==> src/lsod_pkg.sv <==
// ----------------------------------------------------------------------------
// Lens-shading OTP decoder package
// Shared types, constants and layout tables for the decoder core.
// ----------------------------------------------------------------------------
package lsod_pkg;

  localparam int unsigned RawDepth   = 189;
  localparam int unsigned TblDepth   = 360;
  localparam int unsigned PlaneLen   = 120;
  localparam int unsigned SumMod     = 255;
  localparam int unsigned RawSumLast = 185;
  localparam int unsigned AddrRawChk = 186;
  localparam int unsigned AddrTblChk = 187;
  localparam int unsigned AddrXorChk = 188;
  localparam int unsigned Chroma1Ofs = 86;
  localparam int unsigned Chroma2Ofs = 136;
  localparam int unsigned DeltaOfs   = 20;
  localparam int unsigned LumaSplit  = 48;
  localparam int unsigned LumaShift  = 16;
  localparam int unsigned NarrowMax  = 5;

  typedef enum logic [1:0] {
    CMD_LOAD   = 2'd0,
    CMD_DECODE = 2'd1,
    CMD_READ   = 2'd2,
    CMD_NONE   = 2'd3
  } cmd_e;

  typedef struct packed {
    logic [1:0] cmd;
    logic [8:0] index;
    logic [7:0] raw_byte;
  } in_t;

  typedef struct packed {
    logic [7:0] entry_value;
    logic       raw_sum_match;
    logic       table_sum_match;
    logic       table_valid;
  } out_t;

  typedef enum logic [8:0] {
    ST_IDLE  = 9'b000000001,
    ST_SWEEP = 9'b000000010,
    ST_F0    = 9'b000000100,
    ST_F1    = 9'b000001000,
    ST_F2    = 9'b000010000,
    ST_F3    = 9'b000100000,
    ST_WR    = 9'b001000000,
    ST_FIN   = 9'b010000000,
    ST_RD    = 9'b100000000
  } state_e;

  // Commands from the controller to the datapath.
  typedef struct packed {
    logic       raw_wr;
    logic       tbl_rd;
    logic       clr;
    logic       sweep_rd;
    logic [7:0] sweep_addr;
    logic       fetch_rd;
    logic [1:0] fetch_sel;
    logic       latch0;
    logic       latch1;
    logic       latch2;
    logic       wr;
    logic [1:0] plane;
    logic [6:0] ent;
    logic [6:0] lj;
    logic [3:0] row;
    logic [3:0] col;
    logic       fin;
    logic       out_rd;
  } ctrl_cmd_t;

  // Status from the datapath to the controller.
  typedef struct packed {
    logic luma_lay1;
    logic chroma_lay1;
    logic out_valid;
  } dp_stat_t;

  // Luma interleave segments: start in the unpacked array and length.
  localparam logic [6:0] SegAStart [0:20] = '{
    7'd48, 7'd16, 7'd74, 7'd24, 7'd0, 7'd26, 7'd78, 7'd28, 7'd4, 7'd30, 7'd82,
    7'd32, 7'd8, 7'd34, 7'd86, 7'd36, 7'd12, 7'd38, 7'd90, 7'd40, 7'd94};
  localparam logic [4:0] SegALen [0:20] = '{
    5'd26, 5'd8, 5'd4, 5'd2, 5'd4, 5'd2, 5'd4, 5'd2, 5'd4, 5'd2, 5'd4,
    5'd2, 5'd4, 5'd2, 5'd4, 5'd2, 5'd4, 5'd2, 5'd4, 5'd8, 5'd26};
  localparam logic [6:0] SegBStart [0:24] = '{
    7'd48, 7'd16, 7'd70, 7'd22, 7'd74, 7'd28, 7'd0, 7'd29, 7'd78, 7'd30,
    7'd4, 7'd31, 7'd82, 7'd32, 7'd8, 7'd33, 7'd86, 7'd34, 7'd12, 7'd35,
    7'd90, 7'd36, 7'd94, 7'd42, 7'd98};
  localparam logic [4:0] SegBLen [0:24] = '{
    5'd22, 5'd6, 5'd4, 5'd6, 5'd4, 5'd1, 5'd4, 5'd1, 5'd4, 5'd1,
    5'd4, 5'd1, 5'd4, 5'd1, 5'd4, 5'd1, 5'd4, 5'd1, 5'd4, 5'd1,
    5'd4, 5'd6, 5'd4, 5'd6, 5'd22};

  function automatic logic [6:0] seg_start(input logic lay1, input logic [4:0] s);
    logic [6:0] r;
    r = '0;
    if (lay1) begin
      r = SegBStart[s];
    end else if (s < 5'd21) begin
      r = SegAStart[s];
    end
    return r;
  endfunction

  function automatic logic [4:0] seg_len(input logic lay1, input logic [4:0] s);
    logic [4:0] r;
    r = 5'd1;
    if (lay1) begin
      r = SegBLen[s];
    end else if (s < 5'd21) begin
      r = SegALen[s];
    end
    return r;
  endfunction

  // Running sum modulo 255; acc stays below 255.
  function automatic logic [7:0] mod255_add(input logic [7:0] acc, input logic [7:0] x);
    logic [8:0] s;
    s = {1'b0, acc} + {1'b0, x};
    if (s >= 9'(SumMod)) begin
      s = s - 9'(SumMod);
    end
    return s[7:0];
  endfunction

endpackage

==> src/lsod_ctrl.sv <==
// ----------------------------------------------------------------------------
// Lens-shading OTP decoder controller
// Command sequencer and walk counters for sweep, expansion and readout.
// ----------------------------------------------------------------------------
module lsod_ctrl (
  input  logic               clk_i,
  input  logic               rst_ni,
  input  logic               in_valid_i,
  output logic               in_stall_o,
  input  logic [1:0]         in_cmd_i,
  input  logic               out_stall_i,
  input  lsod_pkg::dp_stat_t stat_i,
  output lsod_pkg::ctrl_cmd_t cmd_o
);

  lsod_pkg::state_e st_q, st_d;
  logic [7:0] sweep_q, sweep_d;
  logic [1:0] plane_q, plane_d;
  logic [6:0] ent_q, ent_d;
  logic [4:0] seg_q, seg_d;
  logic [4:0] segi_q, segi_d;
  logic [3:0] row_q, row_d;
  logic [3:0] col_q, col_d;
  logic       accept;
  logic [4:0] segi_inc;
  logic [3:0] col_last;

  assign in_stall_o = (st_q != lsod_pkg::ST_IDLE) || (stat_i.out_valid && out_stall_i);
  assign accept     = in_valid_i && !in_stall_o;
  assign segi_inc   = segi_q + 5'd1;
  assign col_last   = stat_i.chroma_lay1 ? 4'd9 : 4'd11;

  always_comb begin
    st_d    = st_q;
    sweep_d = sweep_q;
    plane_d = plane_q;
    ent_d   = ent_q;
    seg_d   = seg_q;
    segi_d  = segi_q;
    row_d   = row_q;
    col_d   = col_q;
    cmd_o   = '0;
    cmd_o.sweep_addr = sweep_q;
    cmd_o.plane = plane_q;
    cmd_o.ent   = ent_q;
    cmd_o.lj    = lsod_pkg::seg_start(stat_i.luma_lay1, seg_q) + 7'(segi_q);
    cmd_o.row   = row_q;
    cmd_o.col   = col_q;
    case (st_q)
      lsod_pkg::ST_IDLE: begin
        if (accept) begin
          case (lsod_pkg::cmd_e'(in_cmd_i))
            lsod_pkg::CMD_LOAD: cmd_o.raw_wr = 1'b1;
            lsod_pkg::CMD_DECODE: begin
              cmd_o.clr = 1'b1;
              sweep_d   = '0;
              st_d      = lsod_pkg::ST_SWEEP;
            end
            lsod_pkg::CMD_READ: begin
              cmd_o.tbl_rd = 1'b1;
              st_d         = lsod_pkg::ST_RD;
            end
            default: ;
          endcase
        end
      end
      lsod_pkg::ST_SWEEP: begin
        cmd_o.sweep_rd = 1'b1;
        if (sweep_q == 8'(lsod_pkg::AddrXorChk)) begin
          plane_d = '0;
          ent_d   = '0;
          seg_d   = '0;
          segi_d  = '0;
          row_d   = '0;
          col_d   = '0;
          st_d    = lsod_pkg::ST_F0;
        end else begin
          sweep_d = sweep_q + 8'd1;
        end
      end
      lsod_pkg::ST_F0: begin
        cmd_o.fetch_rd  = 1'b1;
        cmd_o.fetch_sel = 2'd0;
        st_d = lsod_pkg::ST_F1;
      end
      lsod_pkg::ST_F1: begin
        cmd_o.fetch_rd  = 1'b1;
        cmd_o.fetch_sel = 2'd1;
        cmd_o.latch0    = 1'b1;
        st_d = lsod_pkg::ST_F2;
      end
      lsod_pkg::ST_F2: begin
        cmd_o.fetch_rd  = 1'b1;
        cmd_o.fetch_sel = 2'd2;
        cmd_o.latch1    = 1'b1;
        st_d = lsod_pkg::ST_F3;
      end
      lsod_pkg::ST_F3: begin
        cmd_o.latch2 = 1'b1;
        st_d = lsod_pkg::ST_WR;
      end
      lsod_pkg::ST_WR: begin
        cmd_o.wr = 1'b1;
        st_d = lsod_pkg::ST_F0;
        if (ent_q == 7'(lsod_pkg::PlaneLen - 1)) begin
          ent_d  = '0;
          seg_d  = '0;
          segi_d = '0;
          row_d  = '0;
          col_d  = '0;
          if (plane_q == 2'd2) begin
            st_d = lsod_pkg::ST_FIN;
          end else begin
            plane_d = plane_q + 2'd1;
          end
        end else begin
          ent_d = ent_q + 7'd1;
          if (segi_inc == lsod_pkg::seg_len(stat_i.luma_lay1, seg_q)) begin
            seg_d  = seg_q + 5'd1;
            segi_d = '0;
          end else begin
            segi_d = segi_inc;
          end
          if (col_q == col_last) begin
            col_d = '0;
            row_d = row_q + 4'd1;
          end else begin
            col_d = col_q + 4'd1;
          end
        end
      end
      lsod_pkg::ST_FIN: begin
        cmd_o.fin = 1'b1;
        st_d = lsod_pkg::ST_IDLE;
      end
      lsod_pkg::ST_RD: begin
        cmd_o.out_rd = 1'b1;
        st_d = lsod_pkg::ST_IDLE;
      end
      default: st_d = lsod_pkg::ST_IDLE;
    endcase
  end

  always_ff @(posedge clk_i or negedge rst_ni) begin
    if (!rst_ni) begin
      st_q    <= lsod_pkg::ST_IDLE;
      sweep_q <= '0;
      plane_q <= '0;
      ent_q   <= '0;
      seg_q   <= '0;
      segi_q  <= '0;
      row_q   <= '0;
      col_q   <= '0;
    end else begin
      st_q    <= st_d;
      sweep_q <= sweep_d;
      plane_q <= plane_d;
      ent_q   <= ent_d;
      seg_q   <= seg_d;
      segi_q  <= segi_d;
      row_q   <= row_d;
      col_q   <= col_d;
    end
  end

  // The sweep never runs past the last stored byte.
  a_sweep_range: assert property (@(posedge clk_i) disable iff (!rst_ni)
    st_q == lsod_pkg::ST_SWEEP |-> sweep_q <= 8'(lsod_pkg::AddrXorChk))
    else $error("sweep address out of range");

  // The walk finishes only after the last entry of the last plane.
  a_fin_entry: assert property (@(posedge clk_i) disable iff (!rst_ni)
    st_q == lsod_pkg::ST_FIN |-> $past(plane_q) == 2'd2 && $past(st_q) == lsod_pkg::ST_WR)
    else $error("decode finished early");

endmodule

==> config.mk <==
export PLATFORM = sky130hd
export DESIGN_NAME = lsod_ctrl
export DESIGN_NICKNAME = d
export VERILOG_FILES = /design/src/lsod_pkg.sv /design/src/lsod_ctrl.sv
export SDC_FILE = /design/constraint.sdc
export NUM_CORES = 1
export LEC_CHECK = 0
export ABC_AREA = 1
export BUFFER_PORTS_ARGS = -buffer_cell sky130_fd_sc_hd__buf_2
export CORE_MARGIN = 2
export CORE_UTILIZATION = 30
export CTS_CLUSTER_SIZE = 30
export DETAILED_ROUTE_END_ITERATION = 7
export GPL_ROUTABILITY_DRIVEN = 0
export PLACE_DENSITY_LB_ADDON = 0.1
export SYNTH_ARGS = -nofsm -noshare
export SYNTH_HDL_FRONTEND = slang
export SYNTH_SLANG_ARGS = --single-unit
==> constraint.sdc <==
create_clock -name clk_i -period 2.65 [get_ports clk_i]
set_input_delay 0.1325 -clock clk_i [delete_from_list [all_inputs] [get_ports clk_i]]
set_output_delay 0.1325 -clock clk_i [all_outputs]
set_load 0.03 [all_outputs]
==> results.txt <==
The later pin in the worst-skew pair is clocked with a latency of 0.29 ns. The flow ran to the end, but the final reports show violations. The run gives 30.5% as the starting density of the core. The maximum level of the CTS H-tree is 2.

Most common library cell in the layout ignoring fill and taps: sky130_fd_sc_hd__nand2_1. STA puts the critical path data required time at 2.52 ns. The startpoint identified for the worst register-to-register timing path is seg_q[1].

Sort of element at the end of the critical path: an output port. The clock-pin slew of the registers on the worst-case setup and hold paths is 0.06 ns, and the total CTS buffers is 5. In the final layout, the multi-input gates occupy 0.00231 mm². The total congestion overflow after global routing is 0. The cell count after synthesis came out at 477. The category of the critical setup timing path is flip-flop to output port.

The max-capacitance violation count is 0, and the core utilization of the finished layout is 41.9%. 0 antenna diodes ended up in the layout. For the number of standard-cell rows in the floorplan, the log shows 39.

The actual transition at the worst max-transition pin is 0.544 ns. The region available for standard cell placement spans 0.0114 mm². For this block, the initial DRC count from the detailed router was 152. The Yosys step of the flow raised 0 warnings. The synthesized design contains 44 register bits.

The detail-routed via count per cell works out to 4.81. The run gives -0.353 ns as the post-layout worst setup margin. The run gives 622 as the net count of the finished layout. The checks that failed: setup timing.

In the final layout, the share of cells above drive strength 1 is 33.1%. For this design the static power due to leakage is 2.48 nW. The remaining antenna violation count after routing was 0; the non-filler instance count after layout was 729. Global-route wire length before repair: 16,800 µm.

The async set or reset register ratio after synthesis is 100%, and the chip width is 112 µm. Setup repair after global routing could not meet its margin everywhere. The cell total after placement was 712. The top cell types in the final layout, fill and taps aside, are 107 x sky130_fd_sc_hd__nand2_1, 56 x sky130_fd_sc_hd__inv_1, 53 x sky130_fd_sc_hd__buf_4, 48 x sky130_fd_sc_hd__buf_2, 41 x sky130_fd_sc_hd__dfrtp_1.

In this run the clock root is driven by a sky130_fd_sc_hd__clkbuf_16. The path class of the lowest-slack min-delay path was input pin to flip-flop. The logs give 0 for the initial antenna violation count and 7580 µm for the detailed placement HPWL. In this run, synthesis inferred 0 flip-flops with an integrated enable. The count of input and output buffers is 54, and the die outline area is 0.0125 mm².

Power spread over the standard cell area amounts to 585 mW/mm². Across the VDD grid, the largest voltage drop is 0.445 mV. The number of detailed-route iterations in the first pass is 5. Of all nets on the critical path, the largest fanout is 6. The dominant synthesized flop cell is sky130_fd_sc_hd__dfrtp_1. The area added between synthesis and finish works out to 37.1%. STA classifies the critical path startpoint as a flip-flop. The source of the worst hold timing path was in_cmd_i[1]. In the finished design, the share of the clock period the worst path needs comes to 113%. The tools report the setup slack after placement as -0.198 ns.

Synthesis instantiated 47 different standard cells from the library. STA puts the critical path data arrival time at 2.87 ns. Summing all flip-flop and latch instances after layout gives 0.00110 mm².

The vertical die dimension is 112 µm. For the routed via count, the log shows 3,505. TritonCTS built the clock tree. After routing, the total negative slack on setup checks comes to -1.20 ns. Global routing used 16.2% of the available tracks across all layers. The count of pins on the block boundary was 55.

The number of pins with negative max-slew slack in the final report is 0. In this run the deepest clock path goes through 2 buffers. For the final database, setup skew stands at 0.00668 ns. Clock tree synthesis found a total of 44 sinks.

The mean cell area of the mapped netlist is 7.28 µm². After synthesis, flip-flops and latches occupy 31.7% of the total area. The tools report the filler cell count in the final layout as 1,209.

Entering global routing, the biggest net connects 24 pins. The power after layout was 2.78 mW; the highest achievable clock rate was 0.333 GHz. For the number of hold-slack violations in the final timing report, the log shows 0. The synthesized cell area is 0.00347 mm², and the worst relative slew slack is 63.7%. The net count after synthesis came out at 514.

Final setup violation count: 5. Subtracting the final worst setup slack from the clock period gives 3.00 ns. The average wire per cell in the routed design was 13.3 µm; the remaining design rule violation count was 0. For the number of global-route vias before repair, the log shows 3,478. The aggregate routed wire length is 9710 µm. The most critical setup path has its startpoint at seg_q[1].
## metal layers
layer	vias up	track usage [%]	wire (µm)
met5	-	0	0
met4	0	4.36	142
met3	10	2.50	426
met2	87	27.4	4660
met1	1628	21.5	4480
li1	1780	-	-
## through the flow
stage / hold slack [ns] / cell area, µm²
after floorplan: -0.163 / 3550
after CTS: 0.122 / 4530
after global routing: 0.148 / 4760
after detailed placement: 0.164 / 4290
final: 0.120 / 4760
after global placement: 0.153 / 4290
## synthesized netlist by cell type (2+ instances only)
cell type | number | share of area, %
sky130_fd_sc_hd__nand2_4 | 2 | 0.65
sky130_fd_sc_hd__nor3_1 | 15 | 2.2
sky130_fd_sc_hd__or2_1 | 3 | 0.54
sky130_fd_sc_hd__nand3_1 | 29 | 4.2
sky130_fd_sc_hd__xnor2_1 | 2 | 0.50
sky130_fd_sc_hd__nand2_1 | 111 | 12
sky130_fd_sc_hd__a21oi_1 | 25 | 3.6
sky130_fd_sc_hd__clkbuf_1 | 4 | 0.43
sky130_fd_sc_hd__o22ai_1 | 2 | 0.36
sky130_fd_sc_hd__nand4_1 | 7 | 1.3
sky130_fd_sc_hd__o211a_1 | 2 | 0.58
sky130_fd_sc_hd__inv_1 | 59 | 6.4
sky130_fd_sc_hd__nor2_4 | 6 | 1.9
sky130_fd_sc_hd__o21ai_1 | 6 | 0.86
sky130_fd_sc_hd__nand3_2 | 2 | 0.58
sky130_fd_sc_hd__a31oi_1 | 3 | 0.54
sky130_fd_sc_hd__o21ai_0 | 25 | 3.6
sky130_fd_sc_hd__ha_1 | 27 | 9.7
sky130_fd_sc_hd__o31ai_1 | 2 | 0.43
sky130_fd_sc_hd__xor2_1 | 12 | 3.0
sky130_fd_sc_hd__dfrtp_1 | 43 | 31
sky130_fd_sc_hd__nor2_2 | 6 | 1.1
sky130_fd_sc_hd__nor2_1 | 40 | 4.3
sky130_fd_sc_hd__buf_6 | 2 | 0.65
sky130_fd_sc_hd__nand2_2 | 7 | 1.3
sky130_fd_sc_hd__nor4_1 | 4 | 0.72
sky130_fd_sc_hd__a32o_1 | 3 | 0.86
sky130_fd_sc_hd__inv_2 | 6 | 0.65
sky130_fd_sc_hd__buf_4 | 4 | 0.86
## area by class of cell
class                           instances  share of cell area, %
Clock buffer                            7                   2.99
Sequential cell                        44                   23.2
Inverter                               66                   5.41
Multi-Input combinational cell        356                   48.5
Tap cell                              143                   3.76
Timing Repair Buffer                  112                   16.0
Clock inverter                          1                  0.158
## state kept, by name (all words and copies together), names as in the netlist
name / flops
ent_q: 7
row_q: 4
plane_q: 2
st_q: 9
col_q: 4
sweep_q: 8
segi_q: 5
seg_q: 5
## report_power, final
| group | leakage, nW | switching [mW] | internal (mW) |
|---|---|---|---|
| sequential | 0.593 | 0.123 | 0.773 |
| clock | 0.0701 | 0.256 | 0.376 |
| combinational | 1.81 | 0.770 | 0.486 |
## critical path, stage by stage (launching register included)
cell,delay [ns]
sky130_fd_sc_hd__dfrtp_2,0.46
sky130_fd_sc_hd__ha_1,0.27
sky130_fd_sc_hd__o21ai_2,0.23
sky130_fd_sc_hd__nand2_4,0.08
sky130_fd_sc_hd__nor2_4,0.18
sky130_fd_sc_hd__a32o_2,0.23
sky130_fd_sc_hd__ha_4,0.22
sky130_fd_sc_hd__a21oi_2,0.13
sky130_fd_sc_hd__nand2_2,0.07
sky130_fd_sc_hd__a21o_1,0.22
sky130_fd_sc_hd__a21oi_4,0.20
sky130_fd_sc_hd__xor2_4,0.16
sky130_fd_sc_hd__buf_6,0.14
## final timing paths
path                            cells after the start         to  slack (ns)
worst max-delay path                               12  cmd_o[15]       -0.35
worst max register to register                     13   seg_q[2]        0.28
worst min register to register                      1    st_q[5]        0.50
max in group asynchronous                           3   col_q[1]        1.58
worst min-delay path                                3    st_q[8]        0.12
min in group asynchronous                           2    st_q[3]        0.36
## cell families (layout without fill, tap and decap cells)
family                   after synthesis  count (layout)  share of synthesized area [%]
AND/OR/NAND/NOR                      234             234                           31.1
AO/OA/AOI/OAI                         78              78                           13.4
buffers and inverters                 77             186                           9.29
flip-flops                            44              44                           31.7
adder cells (fa/ha/maj)               28              28                           10.3
XOR/XNOR                              14              14                           3.53
multiplexers                           2               2                          0.612
## timing repair
action | 4_1_cts | 5_1_grt
gates resized for setup | 24 | 38
setup endpoints to repair | 5 | 6
buffers inserted | 0 | 8
pin swaps | 14 | 15
endpoints found under the hold margin | 21 | 0
hold buffers | 1 | 0
Power figures use the tool's default switching activity.
