--- config.mk ---
export PLATFORM = sky130hd
export DESIGN_NAME = lsod_dp
export DESIGN_NICKNAME = d
export VERILOG_FILES = /design/src/lsod_pkg.sv /design/src/lsod_dp.sv
export SDC_FILE = /design/constraint.sdc
export NUM_CORES = 2
export LEC_CHECK = 0
export ABC_CLOCK_PERIOD_IN_PS = 73300
export BUFFER_PORTS_ARGS = -buffer_cell sky130_fd_sc_hd__buf_2
export CAP_MARGIN = 0
export CORE_ASPECT_RATIO = 0.7
export CORE_MARGIN = 3
export CORE_UTILIZATION = 55
export CTS_CLUSTER_DIAMETER = 120
export DETAILED_ROUTE_END_ITERATION = 16
export PLACE_DENSITY = 0.71
export SLEW_MARGIN = 20
export SYNTH_ARGS = -nofsm -noshare
export SYNTH_HDL_FRONTEND = slang
export SYNTH_MEMORY_MAX_BITS = 65536
export SYNTH_SLANG_ARGS = --single-unit
--- constraint.sdc ---
create_clock -name clk_i -period 73.3 [get_ports clk_i]
set_input_delay 14.66 -clock clk_i [delete_from_list [all_inputs] [get_ports clk_i]]
set_output_delay 14.66 -clock clk_i [all_outputs]
set_load 0.1 [all_outputs]
--- src/lsod_pkg.sv ---
// ----------------------------------------------------------------------------
// Lens-shading OTP decoder package
// Shared types, constants and layout tables for the decoder core.
// ----------------------------------------------------------------------------
package lsod_pkg;

  localparam int unsigned RawDepth   = 189;
  localparam int unsigned TblDepth   = 360;
  localparam int unsigned PlaneLen   = 120;
  localparam int unsigned SumMod     = 255;
  localparam int unsigned RawSumLast = 185;
  localparam int unsigned AddrRawChk = 186;
  localparam int unsigned AddrTblChk = 187;
  localparam int unsigned AddrXorChk = 188;
  localparam int unsigned Chroma1Ofs = 86;
  localparam int unsigned Chroma2Ofs = 136;
  localparam int unsigned DeltaOfs   = 20;
  localparam int unsigned LumaSplit  = 48;
  localparam int unsigned LumaShift  = 16;
  localparam int unsigned NarrowMax  = 5;

  typedef enum logic [1:0] {
    CMD_LOAD   = 2'd0,
    CMD_DECODE = 2'd1,
    CMD_READ   = 2'd2,
    CMD_NONE   = 2'd3
  } cmd_e;

  typedef struct packed {
    logic [1:0] cmd;
    logic [8:0] index;
    logic [7:0] raw_byte;
  } in_t;

  typedef struct packed {
    logic [7:0] entry_value;
    logic       raw_sum_match;
    logic       table_sum_match;
    logic       table_valid;
  } out_t;

  typedef enum logic [8:0] {
    ST_IDLE  = 9'b000000001,
    ST_SWEEP = 9'b000000010,
    ST_F0    = 9'b000000100,
    ST_F1    = 9'b000001000,
    ST_F2    = 9'b000010000,
    ST_F3    = 9'b000100000,
    ST_WR    = 9'b001000000,
    ST_FIN   = 9'b010000000,
    ST_RD    = 9'b100000000
  } state_e;

  // Commands from the controller to the datapath.
  typedef struct packed {
    logic       raw_wr;
    logic       tbl_rd;
    logic       clr;
    logic       sweep_rd;
    logic [7:0] sweep_addr;
    logic       fetch_rd;
    logic [1:0] fetch_sel;
    logic       latch0;
    logic       latch1;
    logic       latch2;
    logic       wr;
    logic [1:0] plane;
    logic [6:0] ent;
    logic [6:0] lj;
    logic [3:0] row;
    logic [3:0] col;
    logic       fin;
    logic       out_rd;
  } ctrl_cmd_t;

  // Status from the datapath to the controller.
  typedef struct packed {
    logic luma_lay1;
    logic chroma_lay1;
    logic out_valid;
  } dp_stat_t;

  // Luma interleave segments: start in the unpacked array and length.
  localparam logic [6:0] SegAStart [0:20] = '{
    7'd48, 7'd16, 7'd74, 7'd24, 7'd0, 7'd26, 7'd78, 7'd28, 7'd4, 7'd30, 7'd82,
    7'd32, 7'd8, 7'd34, 7'd86, 7'd36, 7'd12, 7'd38, 7'd90, 7'd40, 7'd94};
  localparam logic [4:0] SegALen [0:20] = '{
    5'd26, 5'd8, 5'd4, 5'd2, 5'd4, 5'd2, 5'd4, 5'd2, 5'd4, 5'd2, 5'd4,
    5'd2, 5'd4, 5'd2, 5'd4, 5'd2, 5'd4, 5'd2, 5'd4, 5'd8, 5'd26};
  localparam logic [6:0] SegBStart [0:24] = '{
    7'd48, 7'd16, 7'd70, 7'd22, 7'd74, 7'd28, 7'd0, 7'd29, 7'd78, 7'd30,
    7'd4, 7'd31, 7'd82, 7'd32, 7'd8, 7'd33, 7'd86, 7'd34, 7'd12, 7'd35,
    7'd90, 7'd36, 7'd94, 7'd42, 7'd98};
  localparam logic [4:0] SegBLen [0:24] = '{
    5'd22, 5'd6, 5'd4, 5'd6, 5'd4, 5'd1, 5'd4, 5'd1, 5'd4, 5'd1,
    5'd4, 5'd1, 5'd4, 5'd1, 5'd4, 5'd1, 5'd4, 5'd1, 5'd4, 5'd1,
    5'd4, 5'd6, 5'd4, 5'd6, 5'd22};

  function automatic logic [6:0] seg_start(input logic lay1, input logic [4:0] s);
    logic [6:0] r;
    r = '0;
    if (lay1) begin
      r = SegBStart[s];
    end else if (s < 5'd21) begin
      r = SegAStart[s];
    end
    return r;
  endfunction

  function automatic logic [4:0] seg_len(input logic lay1, input logic [4:0] s);
    logic [4:0] r;
    r = 5'd1;
    if (lay1) begin
      r = SegBLen[s];
    end else if (s < 5'd21) begin
      r = SegALen[s];
    end
    return r;
  endfunction

  // Running sum modulo 255; acc stays below 255.
  function automatic logic [7:0] mod255_add(input logic [7:0] acc, input logic [7:0] x);
    logic [8:0] s;
    s = {1'b0, acc} + {1'b0, x};
    if (s >= 9'(SumMod)) begin
      s = s - 9'(SumMod);
    end
    return s[7:0];
  endfunction

endpackage

--- src/lsod_dp.sv ---
// ----------------------------------------------------------------------------
// Lens-shading OTP decoder datapath
// Raw and table stores, field extraction, checksums and output register.
// ----------------------------------------------------------------------------
module lsod_dp (
  input  logic                clk_i,
  input  logic                rst_ni,
  input  lsod_pkg::ctrl_cmd_t cmd_i,
  input  lsod_pkg::in_t       in_data_i,
  input  logic                out_stall_i,
  output lsod_pkg::dp_stat_t  stat_o,
  output logic                out_valid_o,
  output lsod_pkg::out_t      out_data_o
);

  logic [7:0] raw_mem [0:lsod_pkg::RawDepth-1];
  logic [7:0] tbl_mem [0:lsod_pkg::TblDepth-1];
  logic [7:0] rdata_q, tbl_rdata_q;
  logic       oob_q;
  logic       sweep_vld_q;
  logic [7:0] sweep_addr_q;
  logic [7:0] lo_ofs_q, lo_hdr_q, c1_ofs_q, c1_hdr_q, c2_ofs_q, c2_hdr_q;
  logic [7:0] chk_raw_q, chk_tbl_q, chk_xor_q;
  logic [7:0] raw_acc_q, tbl_acc_q;
  logic [7:0] b0_q, b1_q, b2_q;
  logic [2:0] flags_q, flags_d;
  logic       out_valid_q, out_valid_d;
  lsod_pkg::out_t out_q, out_d;

  logic       wide, six, shl, is_luma;
  logic [6:0] fidx;
  logic [4:0] base_n;
  logic [7:0] pbase, c_ofs, c_hdr;
  logic [10:0] bit_ofs;
  logic [7:0] a0, a1, a2, rd_addr;
  logic [15:0] win;
  logic [4:0] f5;
  logic [5:0] f6;
  logic [1:0] dlt;
  logic [7:0] luma_raw, luma_v, chroma_v, val;
  logic [15:0] luma_sh;
  logic [3:0] lsh;
  logic [8:0] tbl_idx;
  logic [7:0] cr, ct;
  logic       m_raw, m_tbl;

  assign is_luma = (cmd_i.plane == 2'd0);
  assign wide    = lo_hdr_q[7:4] > 4'(lsod_pkg::NarrowMax);
  assign fidx    = wide ? cmd_i.lj : cmd_i.ent;
  assign six     = wide && (cmd_i.lj >= 7'(lsod_pkg::LumaSplit));
  assign shl     = wide && (cmd_i.lj >= 7'(lsod_pkg::LumaShift));
  assign pbase   = (cmd_i.plane == 2'd1) ? 8'(lsod_pkg::Chroma1Ofs) : 8'(lsod_pkg::Chroma2Ofs);
  assign c_ofs   = (cmd_i.plane == 2'd1) ? c1_ofs_q : c2_ofs_q;
  assign c_hdr   = (cmd_i.plane == 2'd1) ? c1_hdr_q : c2_hdr_q;
  assign base_n  = 5'(cmd_i.row[3:1]) * (c_hdr[6] ? 5'd5 : 5'd6) + 5'(cmd_i.col[3:1]);

  always_comb begin
    if (!is_luma) begin
      bit_ofs = {pbase, 3'b000} + 11'd10 + 11'(base_n) * 11'd5;
    end else if (six) begin
      bit_ofs = 11'd256 + 11'(fidx - 7'(lsod_pkg::LumaSplit)) * 11'd6;
    end else begin
      bit_ofs = 11'd16 + 11'(fidx) * 11'd5;
    end
  end

  assign a0 = bit_ofs[10:3];
  assign a1 = a0 + 8'd1;
  assign a2 = is_luma ? a0 : pbase + 8'(lsod_pkg::DeltaOfs) + 8'(cmd_i.ent[6:2]);

  always_comb begin
    case (cmd_i.fetch_sel)
      2'd0:    rd_addr = a0;
      2'd1:    rd_addr = a1;
      default: rd_addr = a2;
    endcase
    if (cmd_i.sweep_rd) begin
      rd_addr = cmd_i.sweep_addr;
    end
  end

  // Field extraction from the two fetched bytes and the delta byte, MSB first.
  assign win = {b0_q, b1_q};
  assign f5  = 5'(win >> (4'd11 - {1'b0, bit_ofs[2:0]}));
  assign f6  = 6'(win >> (4'd10 - {1'b0, bit_ofs[2:0]}));
  assign dlt = 2'(b2_q >> (3'd6 - {cmd_i.ent[1:0], 1'b0}));

  assign luma_raw = six ? {2'b00, f6} : {3'b000, f5};
  assign lsh      = lo_hdr_q[7:4] - 4'd6;
  assign luma_sh  = {8'h00, luma_raw} << lsh;
  assign luma_v   = (shl ? luma_sh[7:0] : luma_raw) + lo_ofs_q;
  assign chroma_v = ((8'(f5) + 8'(dlt)) << c_hdr[7]) + c_ofs;
  assign val      = is_luma ? luma_v : chroma_v;
  assign tbl_idx  = 9'(cmd_i.plane) * 9'(lsod_pkg::PlaneLen) + 9'(cmd_i.ent);

  assign cr    = raw_acc_q + 8'd1;
  assign ct    = tbl_acc_q + 8'd1;
  assign m_raw = (cr == chk_raw_q);
  assign m_tbl = (ct == chk_tbl_q);

  // Raw store: loads from the input, reads by sweep or fetch.
  always_ff @(posedge clk_i) begin
    if (cmd_i.raw_wr && (in_data_i.index < 9'(lsod_pkg::RawDepth))) begin
      raw_mem[in_data_i.index[7:0]] <= in_data_i.raw_byte;
    end
    if (cmd_i.sweep_rd || cmd_i.fetch_rd) begin
      rdata_q <= raw_mem[rd_addr];
    end
  end

  // Table store: written by the walk, read by the read command.
  always_ff @(posedge clk_i) begin
    if (cmd_i.wr) begin
      tbl_mem[tbl_idx] <= val;
    end
    if (cmd_i.tbl_rd) begin
      oob_q <= in_data_i.index >= 9'(lsod_pkg::TblDepth);
      if (in_data_i.index < 9'(lsod_pkg::TblDepth)) begin
        tbl_rdata_q <= tbl_mem[in_data_i.index];
      end
    end
  end

  // Header capture, checksum accumulation and fetched bytes.
  always_ff @(posedge clk_i) begin
    if (cmd_i.clr) begin
      raw_acc_q <= '0;
      tbl_acc_q <= '0;
    end
    if (sweep_vld_q) begin
      if (sweep_addr_q <= 8'(lsod_pkg::RawSumLast)) begin
        raw_acc_q <= lsod_pkg::mod255_add(raw_acc_q, rdata_q);
      end
      case (sweep_addr_q)
        8'd0:                          lo_ofs_q  <= rdata_q;
        8'd1:                          lo_hdr_q  <= rdata_q;
        8'(lsod_pkg::Chroma1Ofs):      c1_ofs_q  <= rdata_q;
        8'(lsod_pkg::Chroma1Ofs + 1):  c1_hdr_q  <= rdata_q;
        8'(lsod_pkg::Chroma2Ofs):      c2_ofs_q  <= rdata_q;
        8'(lsod_pkg::Chroma2Ofs + 1):  c2_hdr_q  <= rdata_q;
        8'(lsod_pkg::AddrRawChk):      chk_raw_q <= rdata_q;
        8'(lsod_pkg::AddrTblChk):      chk_tbl_q <= rdata_q;
        8'(lsod_pkg::AddrXorChk):      chk_xor_q <= rdata_q;
        default: ;
      endcase
    end
    if (cmd_i.wr) begin
      tbl_acc_q <= lsod_pkg::mod255_add(tbl_acc_q, val);
    end
    if (cmd_i.latch0) b0_q <= rdata_q;
    if (cmd_i.latch1) b1_q <= rdata_q;
    if (cmd_i.latch2) b2_q <= rdata_q;
    sweep_addr_q <= cmd_i.sweep_addr;
  end

  always_comb begin
    flags_d     = flags_q;
    out_d       = out_q;
    out_valid_d = out_valid_q;
    if (out_valid_q && !out_stall_i) begin
      out_valid_d = 1'b0;
    end
    if (cmd_i.fin) begin
      flags_d = {(m_raw && m_tbl) || ((cr ^ ct) == chk_xor_q), m_tbl, m_raw};
      out_d.entry_value = '0;
      out_valid_d = 1'b1;
    end else if (cmd_i.out_rd) begin
      out_d.entry_value = oob_q ? 8'h00 : tbl_rdata_q;
      out_valid_d = 1'b1;
    end
    out_d.raw_sum_match   = flags_d[0];
    out_d.table_sum_match = flags_d[1];
    out_d.table_valid     = flags_d[2];
    if (!(cmd_i.fin || cmd_i.out_rd)) begin
      out_d = out_q;
    end
  end

  always_ff @(posedge clk_i) begin
    out_q <= out_d;
  end

  always_ff @(posedge clk_i or negedge rst_ni) begin
    if (!rst_ni) begin
      flags_q     <= '0;
      out_valid_q <= 1'b0;
      sweep_vld_q <= 1'b0;
    end else begin
      flags_q     <= flags_d;
      out_valid_q <= out_valid_d;
      sweep_vld_q <= cmd_i.sweep_rd;
    end
  end

  assign stat_o.luma_lay1   = (lo_hdr_q[3:0] != 4'h0);
  assign stat_o.chroma_lay1 = c_hdr[6];
  assign stat_o.out_valid   = out_valid_q;
  assign out_valid_o        = out_valid_q;
  assign out_data_o         = out_q;

  // A result appears only after a finished decode or a table read.
  a_out_src: assert property (@(posedge clk_i) disable iff (!rst_ni)
    out_valid_q && !$past(out_valid_q) |-> $past(cmd_i.fin) || $past(cmd_i.out_rd))
    else $error("result without a source");

  // Table writes stay inside the table.
  a_tbl_idx: assert property (@(posedge clk_i) disable iff (!rst_ni)
    cmd_i.wr |-> tbl_idx < 9'(lsod_pkg::TblDepth))
    else $error("table write out of range");

  // A finished decode or a table read never loads a result while one is still held.
  a_out_free: assert property (@(posedge clk_i) disable iff (!rst_ni)
    cmd_i.fin || cmd_i.out_rd |-> !out_valid_q)
    else $error("output register overwritten");

endmodule

==> results.ini <==
[power]
ir_drop_v = 0.0000763
leakage_nw = 63.6
p_per_area_nw_per_um2 = 34.5
power_w = 0.00692

[clock_tree]
htreeDepth = 5
numCtsBuffers = 413
clockRootBuffer = clkbuf_16
cts.reportedPaths.clkPinSlew_ps = 70
cts_tree = done
cts_buffer_depth = 4
cts_setup_buffers = 0
cts_sinks = 4533
clk_latency_ps = 940
cts_resized = 0
holdBufCountCts = 0

[grt]
grt_pass1_wl_um = 659000
grt.total_usage_pct = 26.6
grt_overflow = 0
grt_pass1_vias = 93293
grt_max_degree = 223
antenna_found_initial = 28

[place]
placed_cell_area_um2 = 188000
hpwl_um = 266000
io_buffer_count = 77
gp_congestion = 0.900
dp.cells = 13937

[timing]
finClkSkew_ps = 99.6
worst_slew_pin_slew_ps = 1210
min_period_over_period_pct = 42.5
whs_ps = 502
finalSetupViolations = 0
rsz0062_at_grt = false
timing.setup.tns_ps = 0
finalCriticalPeriod_ps = 31170
hold_viol_final = 0
fmax_mhz = 32.1
max-slew-margin-rel_pct = 18.6
report.final.slew_viol_count = 0

[logic_synthesis]
syn_nets = 10116
yosysSeqAreaShare_pct = 74.5
synth_cell_types = 96
synth_top_cells_by_area = edfxtp_1, mux4_2, nand2_1, nor2_1, nand3_1
post-synth-top-count-cell = edfxtp_1
synthArstFlopShare_pct = 0.110
yosysTopAreaCellShare_pct = 74.3
netlist_instances = 9940
yosys_most_used_dff = edfxtp_1
yosys_warnings = 0
yosysTopAreaCell = edfxtp_1
synth_seq_cells = 4533
synthTopCellsByCount = edfxtp_1, nand2_1, mux4_2, nor2_1, nand3_1
synth_edf_count = 4512
syn_area_um2 = 182000
syn-mean-instance-area_um2 = 18.4

[finish]
largest-register = tbl_mem
fin_cells = 14698
area_growth_syn_to_layout_pct = 10.0
fillers = 22525
finalNetCount = 10170
final_area_um2 = 201000
drive_above_1_share_pct = 19.4
largest_register_ffs = 2880
seq_area_um2 = 136000
multi_input_area_um2 = 43900

[status]
status = completed

[worst_hold_path]
min_path_cells = 1
min_to = out_valid_o
worstHoldStart = out_valid_o
min_path_type = reg -> reg

[critical_path]
start_kind = primary input
crit_arrival_ps = 16510
rr_worst_depth = 30
critPathCaptureType = output port
cp_max_fo = 16
rr_endpoint = rdata_q[4]
worstPathRequired_ps = 58640
criticalPathCategory = in -> out
worstReg2RegStart = c1_hdr_q[6]
rrSetupSlack_ps = 61380
critPathLaunch = cmd_i[25]

[route]
dr_total_vias = 97333
viasPerCell = 6.62
antenna_left = 0
post_drt_wl_per_cell_um = 30.9
first_iter_violations = 14587
remaining_drc_errors = 0
routed_wl_um = 454000
dr.pass1.iters = 8

[floorplanning]
dieArea_um2 = 339000
core_um2 = 329000
initial_core_util_pct = 55.4
die_w_um = 694
num_rows = 176
die_y_um = 488
boundaryPins = 82

[run]
cap_violations = 0

-- stage by stage --
| stage | setup WS (ps) | util [%] |
|---|---|---|
| 2_1_floorplan | 34330 | - |
| 3_3_place_gp | 42210 | 57.0 |
| 3_5_place_dp | 42140 | 57.0 |
| 4_1_cts | 42140 | 60.9 |
| 5_1_grt | 42050 | 61.0 |
| 6_report | 42130 | 61.0 |
-- kinds of logic (layout without fill, tap and decap cells) --
family | count (synthesis) | after routing | share of synthesized area (%)
AO/OA/AOI/OAI | 798 | 798 | 3.06
XOR/XNOR | 105 | 105 | 0.504
adder cells (fa/ha/maj) | 109 | 109 | 0.813
buffers and inverters | 688 | 1072 | 1.58
flip-flops | 4533 | 4533 | 74.5
multiplexers | 1162 | 1162 | 13.5
other | 1 | 14 | 0.00206
AND/OR/NAND/NOR | 2544 | 2544 | 5.98
-- cells in the final DEF, fill, tap and decap left out, types with 17 or more instances in the layout --
cell,instances
ha_1,92
nand3_1,341
nor2_1,670
a221oi_1,17
o211a_1,30
nand4_1,19
clkinv_1,94
a211oi_1,46
nand2_1,1155
buf_2,63
a31oi_1,73
xor2_1,41
a21o_1,19
buf_4,159
mux4_2,1040
and2_1,23
nor2b_1,25
clkbuf_1,66
mux2i_1,80
a311oi_1,131
clkinv_2,98
o211ai_1,18
nor4_1,23
nor3_1,34
xnor2_1,64
bufinv_16,37
edfxtp_1,4512
clkbuf_16,416
mux2_2,39
and3_1,134
inv_1,71
o21ai_0,96
a21oi_1,187
-- power by group --
group          total, W  internal, W  switching (W)  leakage [nW]
Sequential      0.00340      0.00339      0.0000144          40.8
Combinational   0.00141     0.000335        0.00107          16.4
Clock           0.00211      0.00117       0.000942          6.41
Total           0.00692      0.00489        0.00203          63.6
-- cell type report --
type                       count  area share [%]
antenna                       13          0.0162
clock buffer                 482            5.31
clock inverter               263            1.17
inverter                      73           0.137
multi-input combinational   4719            21.9
sequential                  4533            67.7
tap                         4361            2.72
timing repair buffer         254            1.01
-- metal layers --
metal | part of all wire [%] | vias to the layer above | GRT usage, %
met5 | 0.014 | - | 0
met4 | 2.3 | 10 | 6.23
met3 | 13 | 697 | 7.39
met2 | 44 | 6219 | 37.7
met1 | 40 | 50476 | 41.5
li1 | - | 39931 | -
-- worst max-delay path by stage --
stage | end | slack (ps) | cells after the start
2_1_floorplan | tbl_acc_q[7] | 34330 | 36
3_3_place_gp | stat_o[1] | 42210 | 7
3_5_place_dp | stat_o[1] | 42140 | 7
4_1_cts | stat_o[1] | 42140 | 7
5_1_grt | stat_o[1] | 42050 | 7
6_report | stat_o[1] | 42130 | 7
-- worst max-delay path, cell delays in order --
cell and delay (ps):
buf_2 130, inv_1 80, ha_1 140, buf_4 270
mux2i_1 800, inv_1 90, buf_2 320
Power figures use the tool's default switching activity.
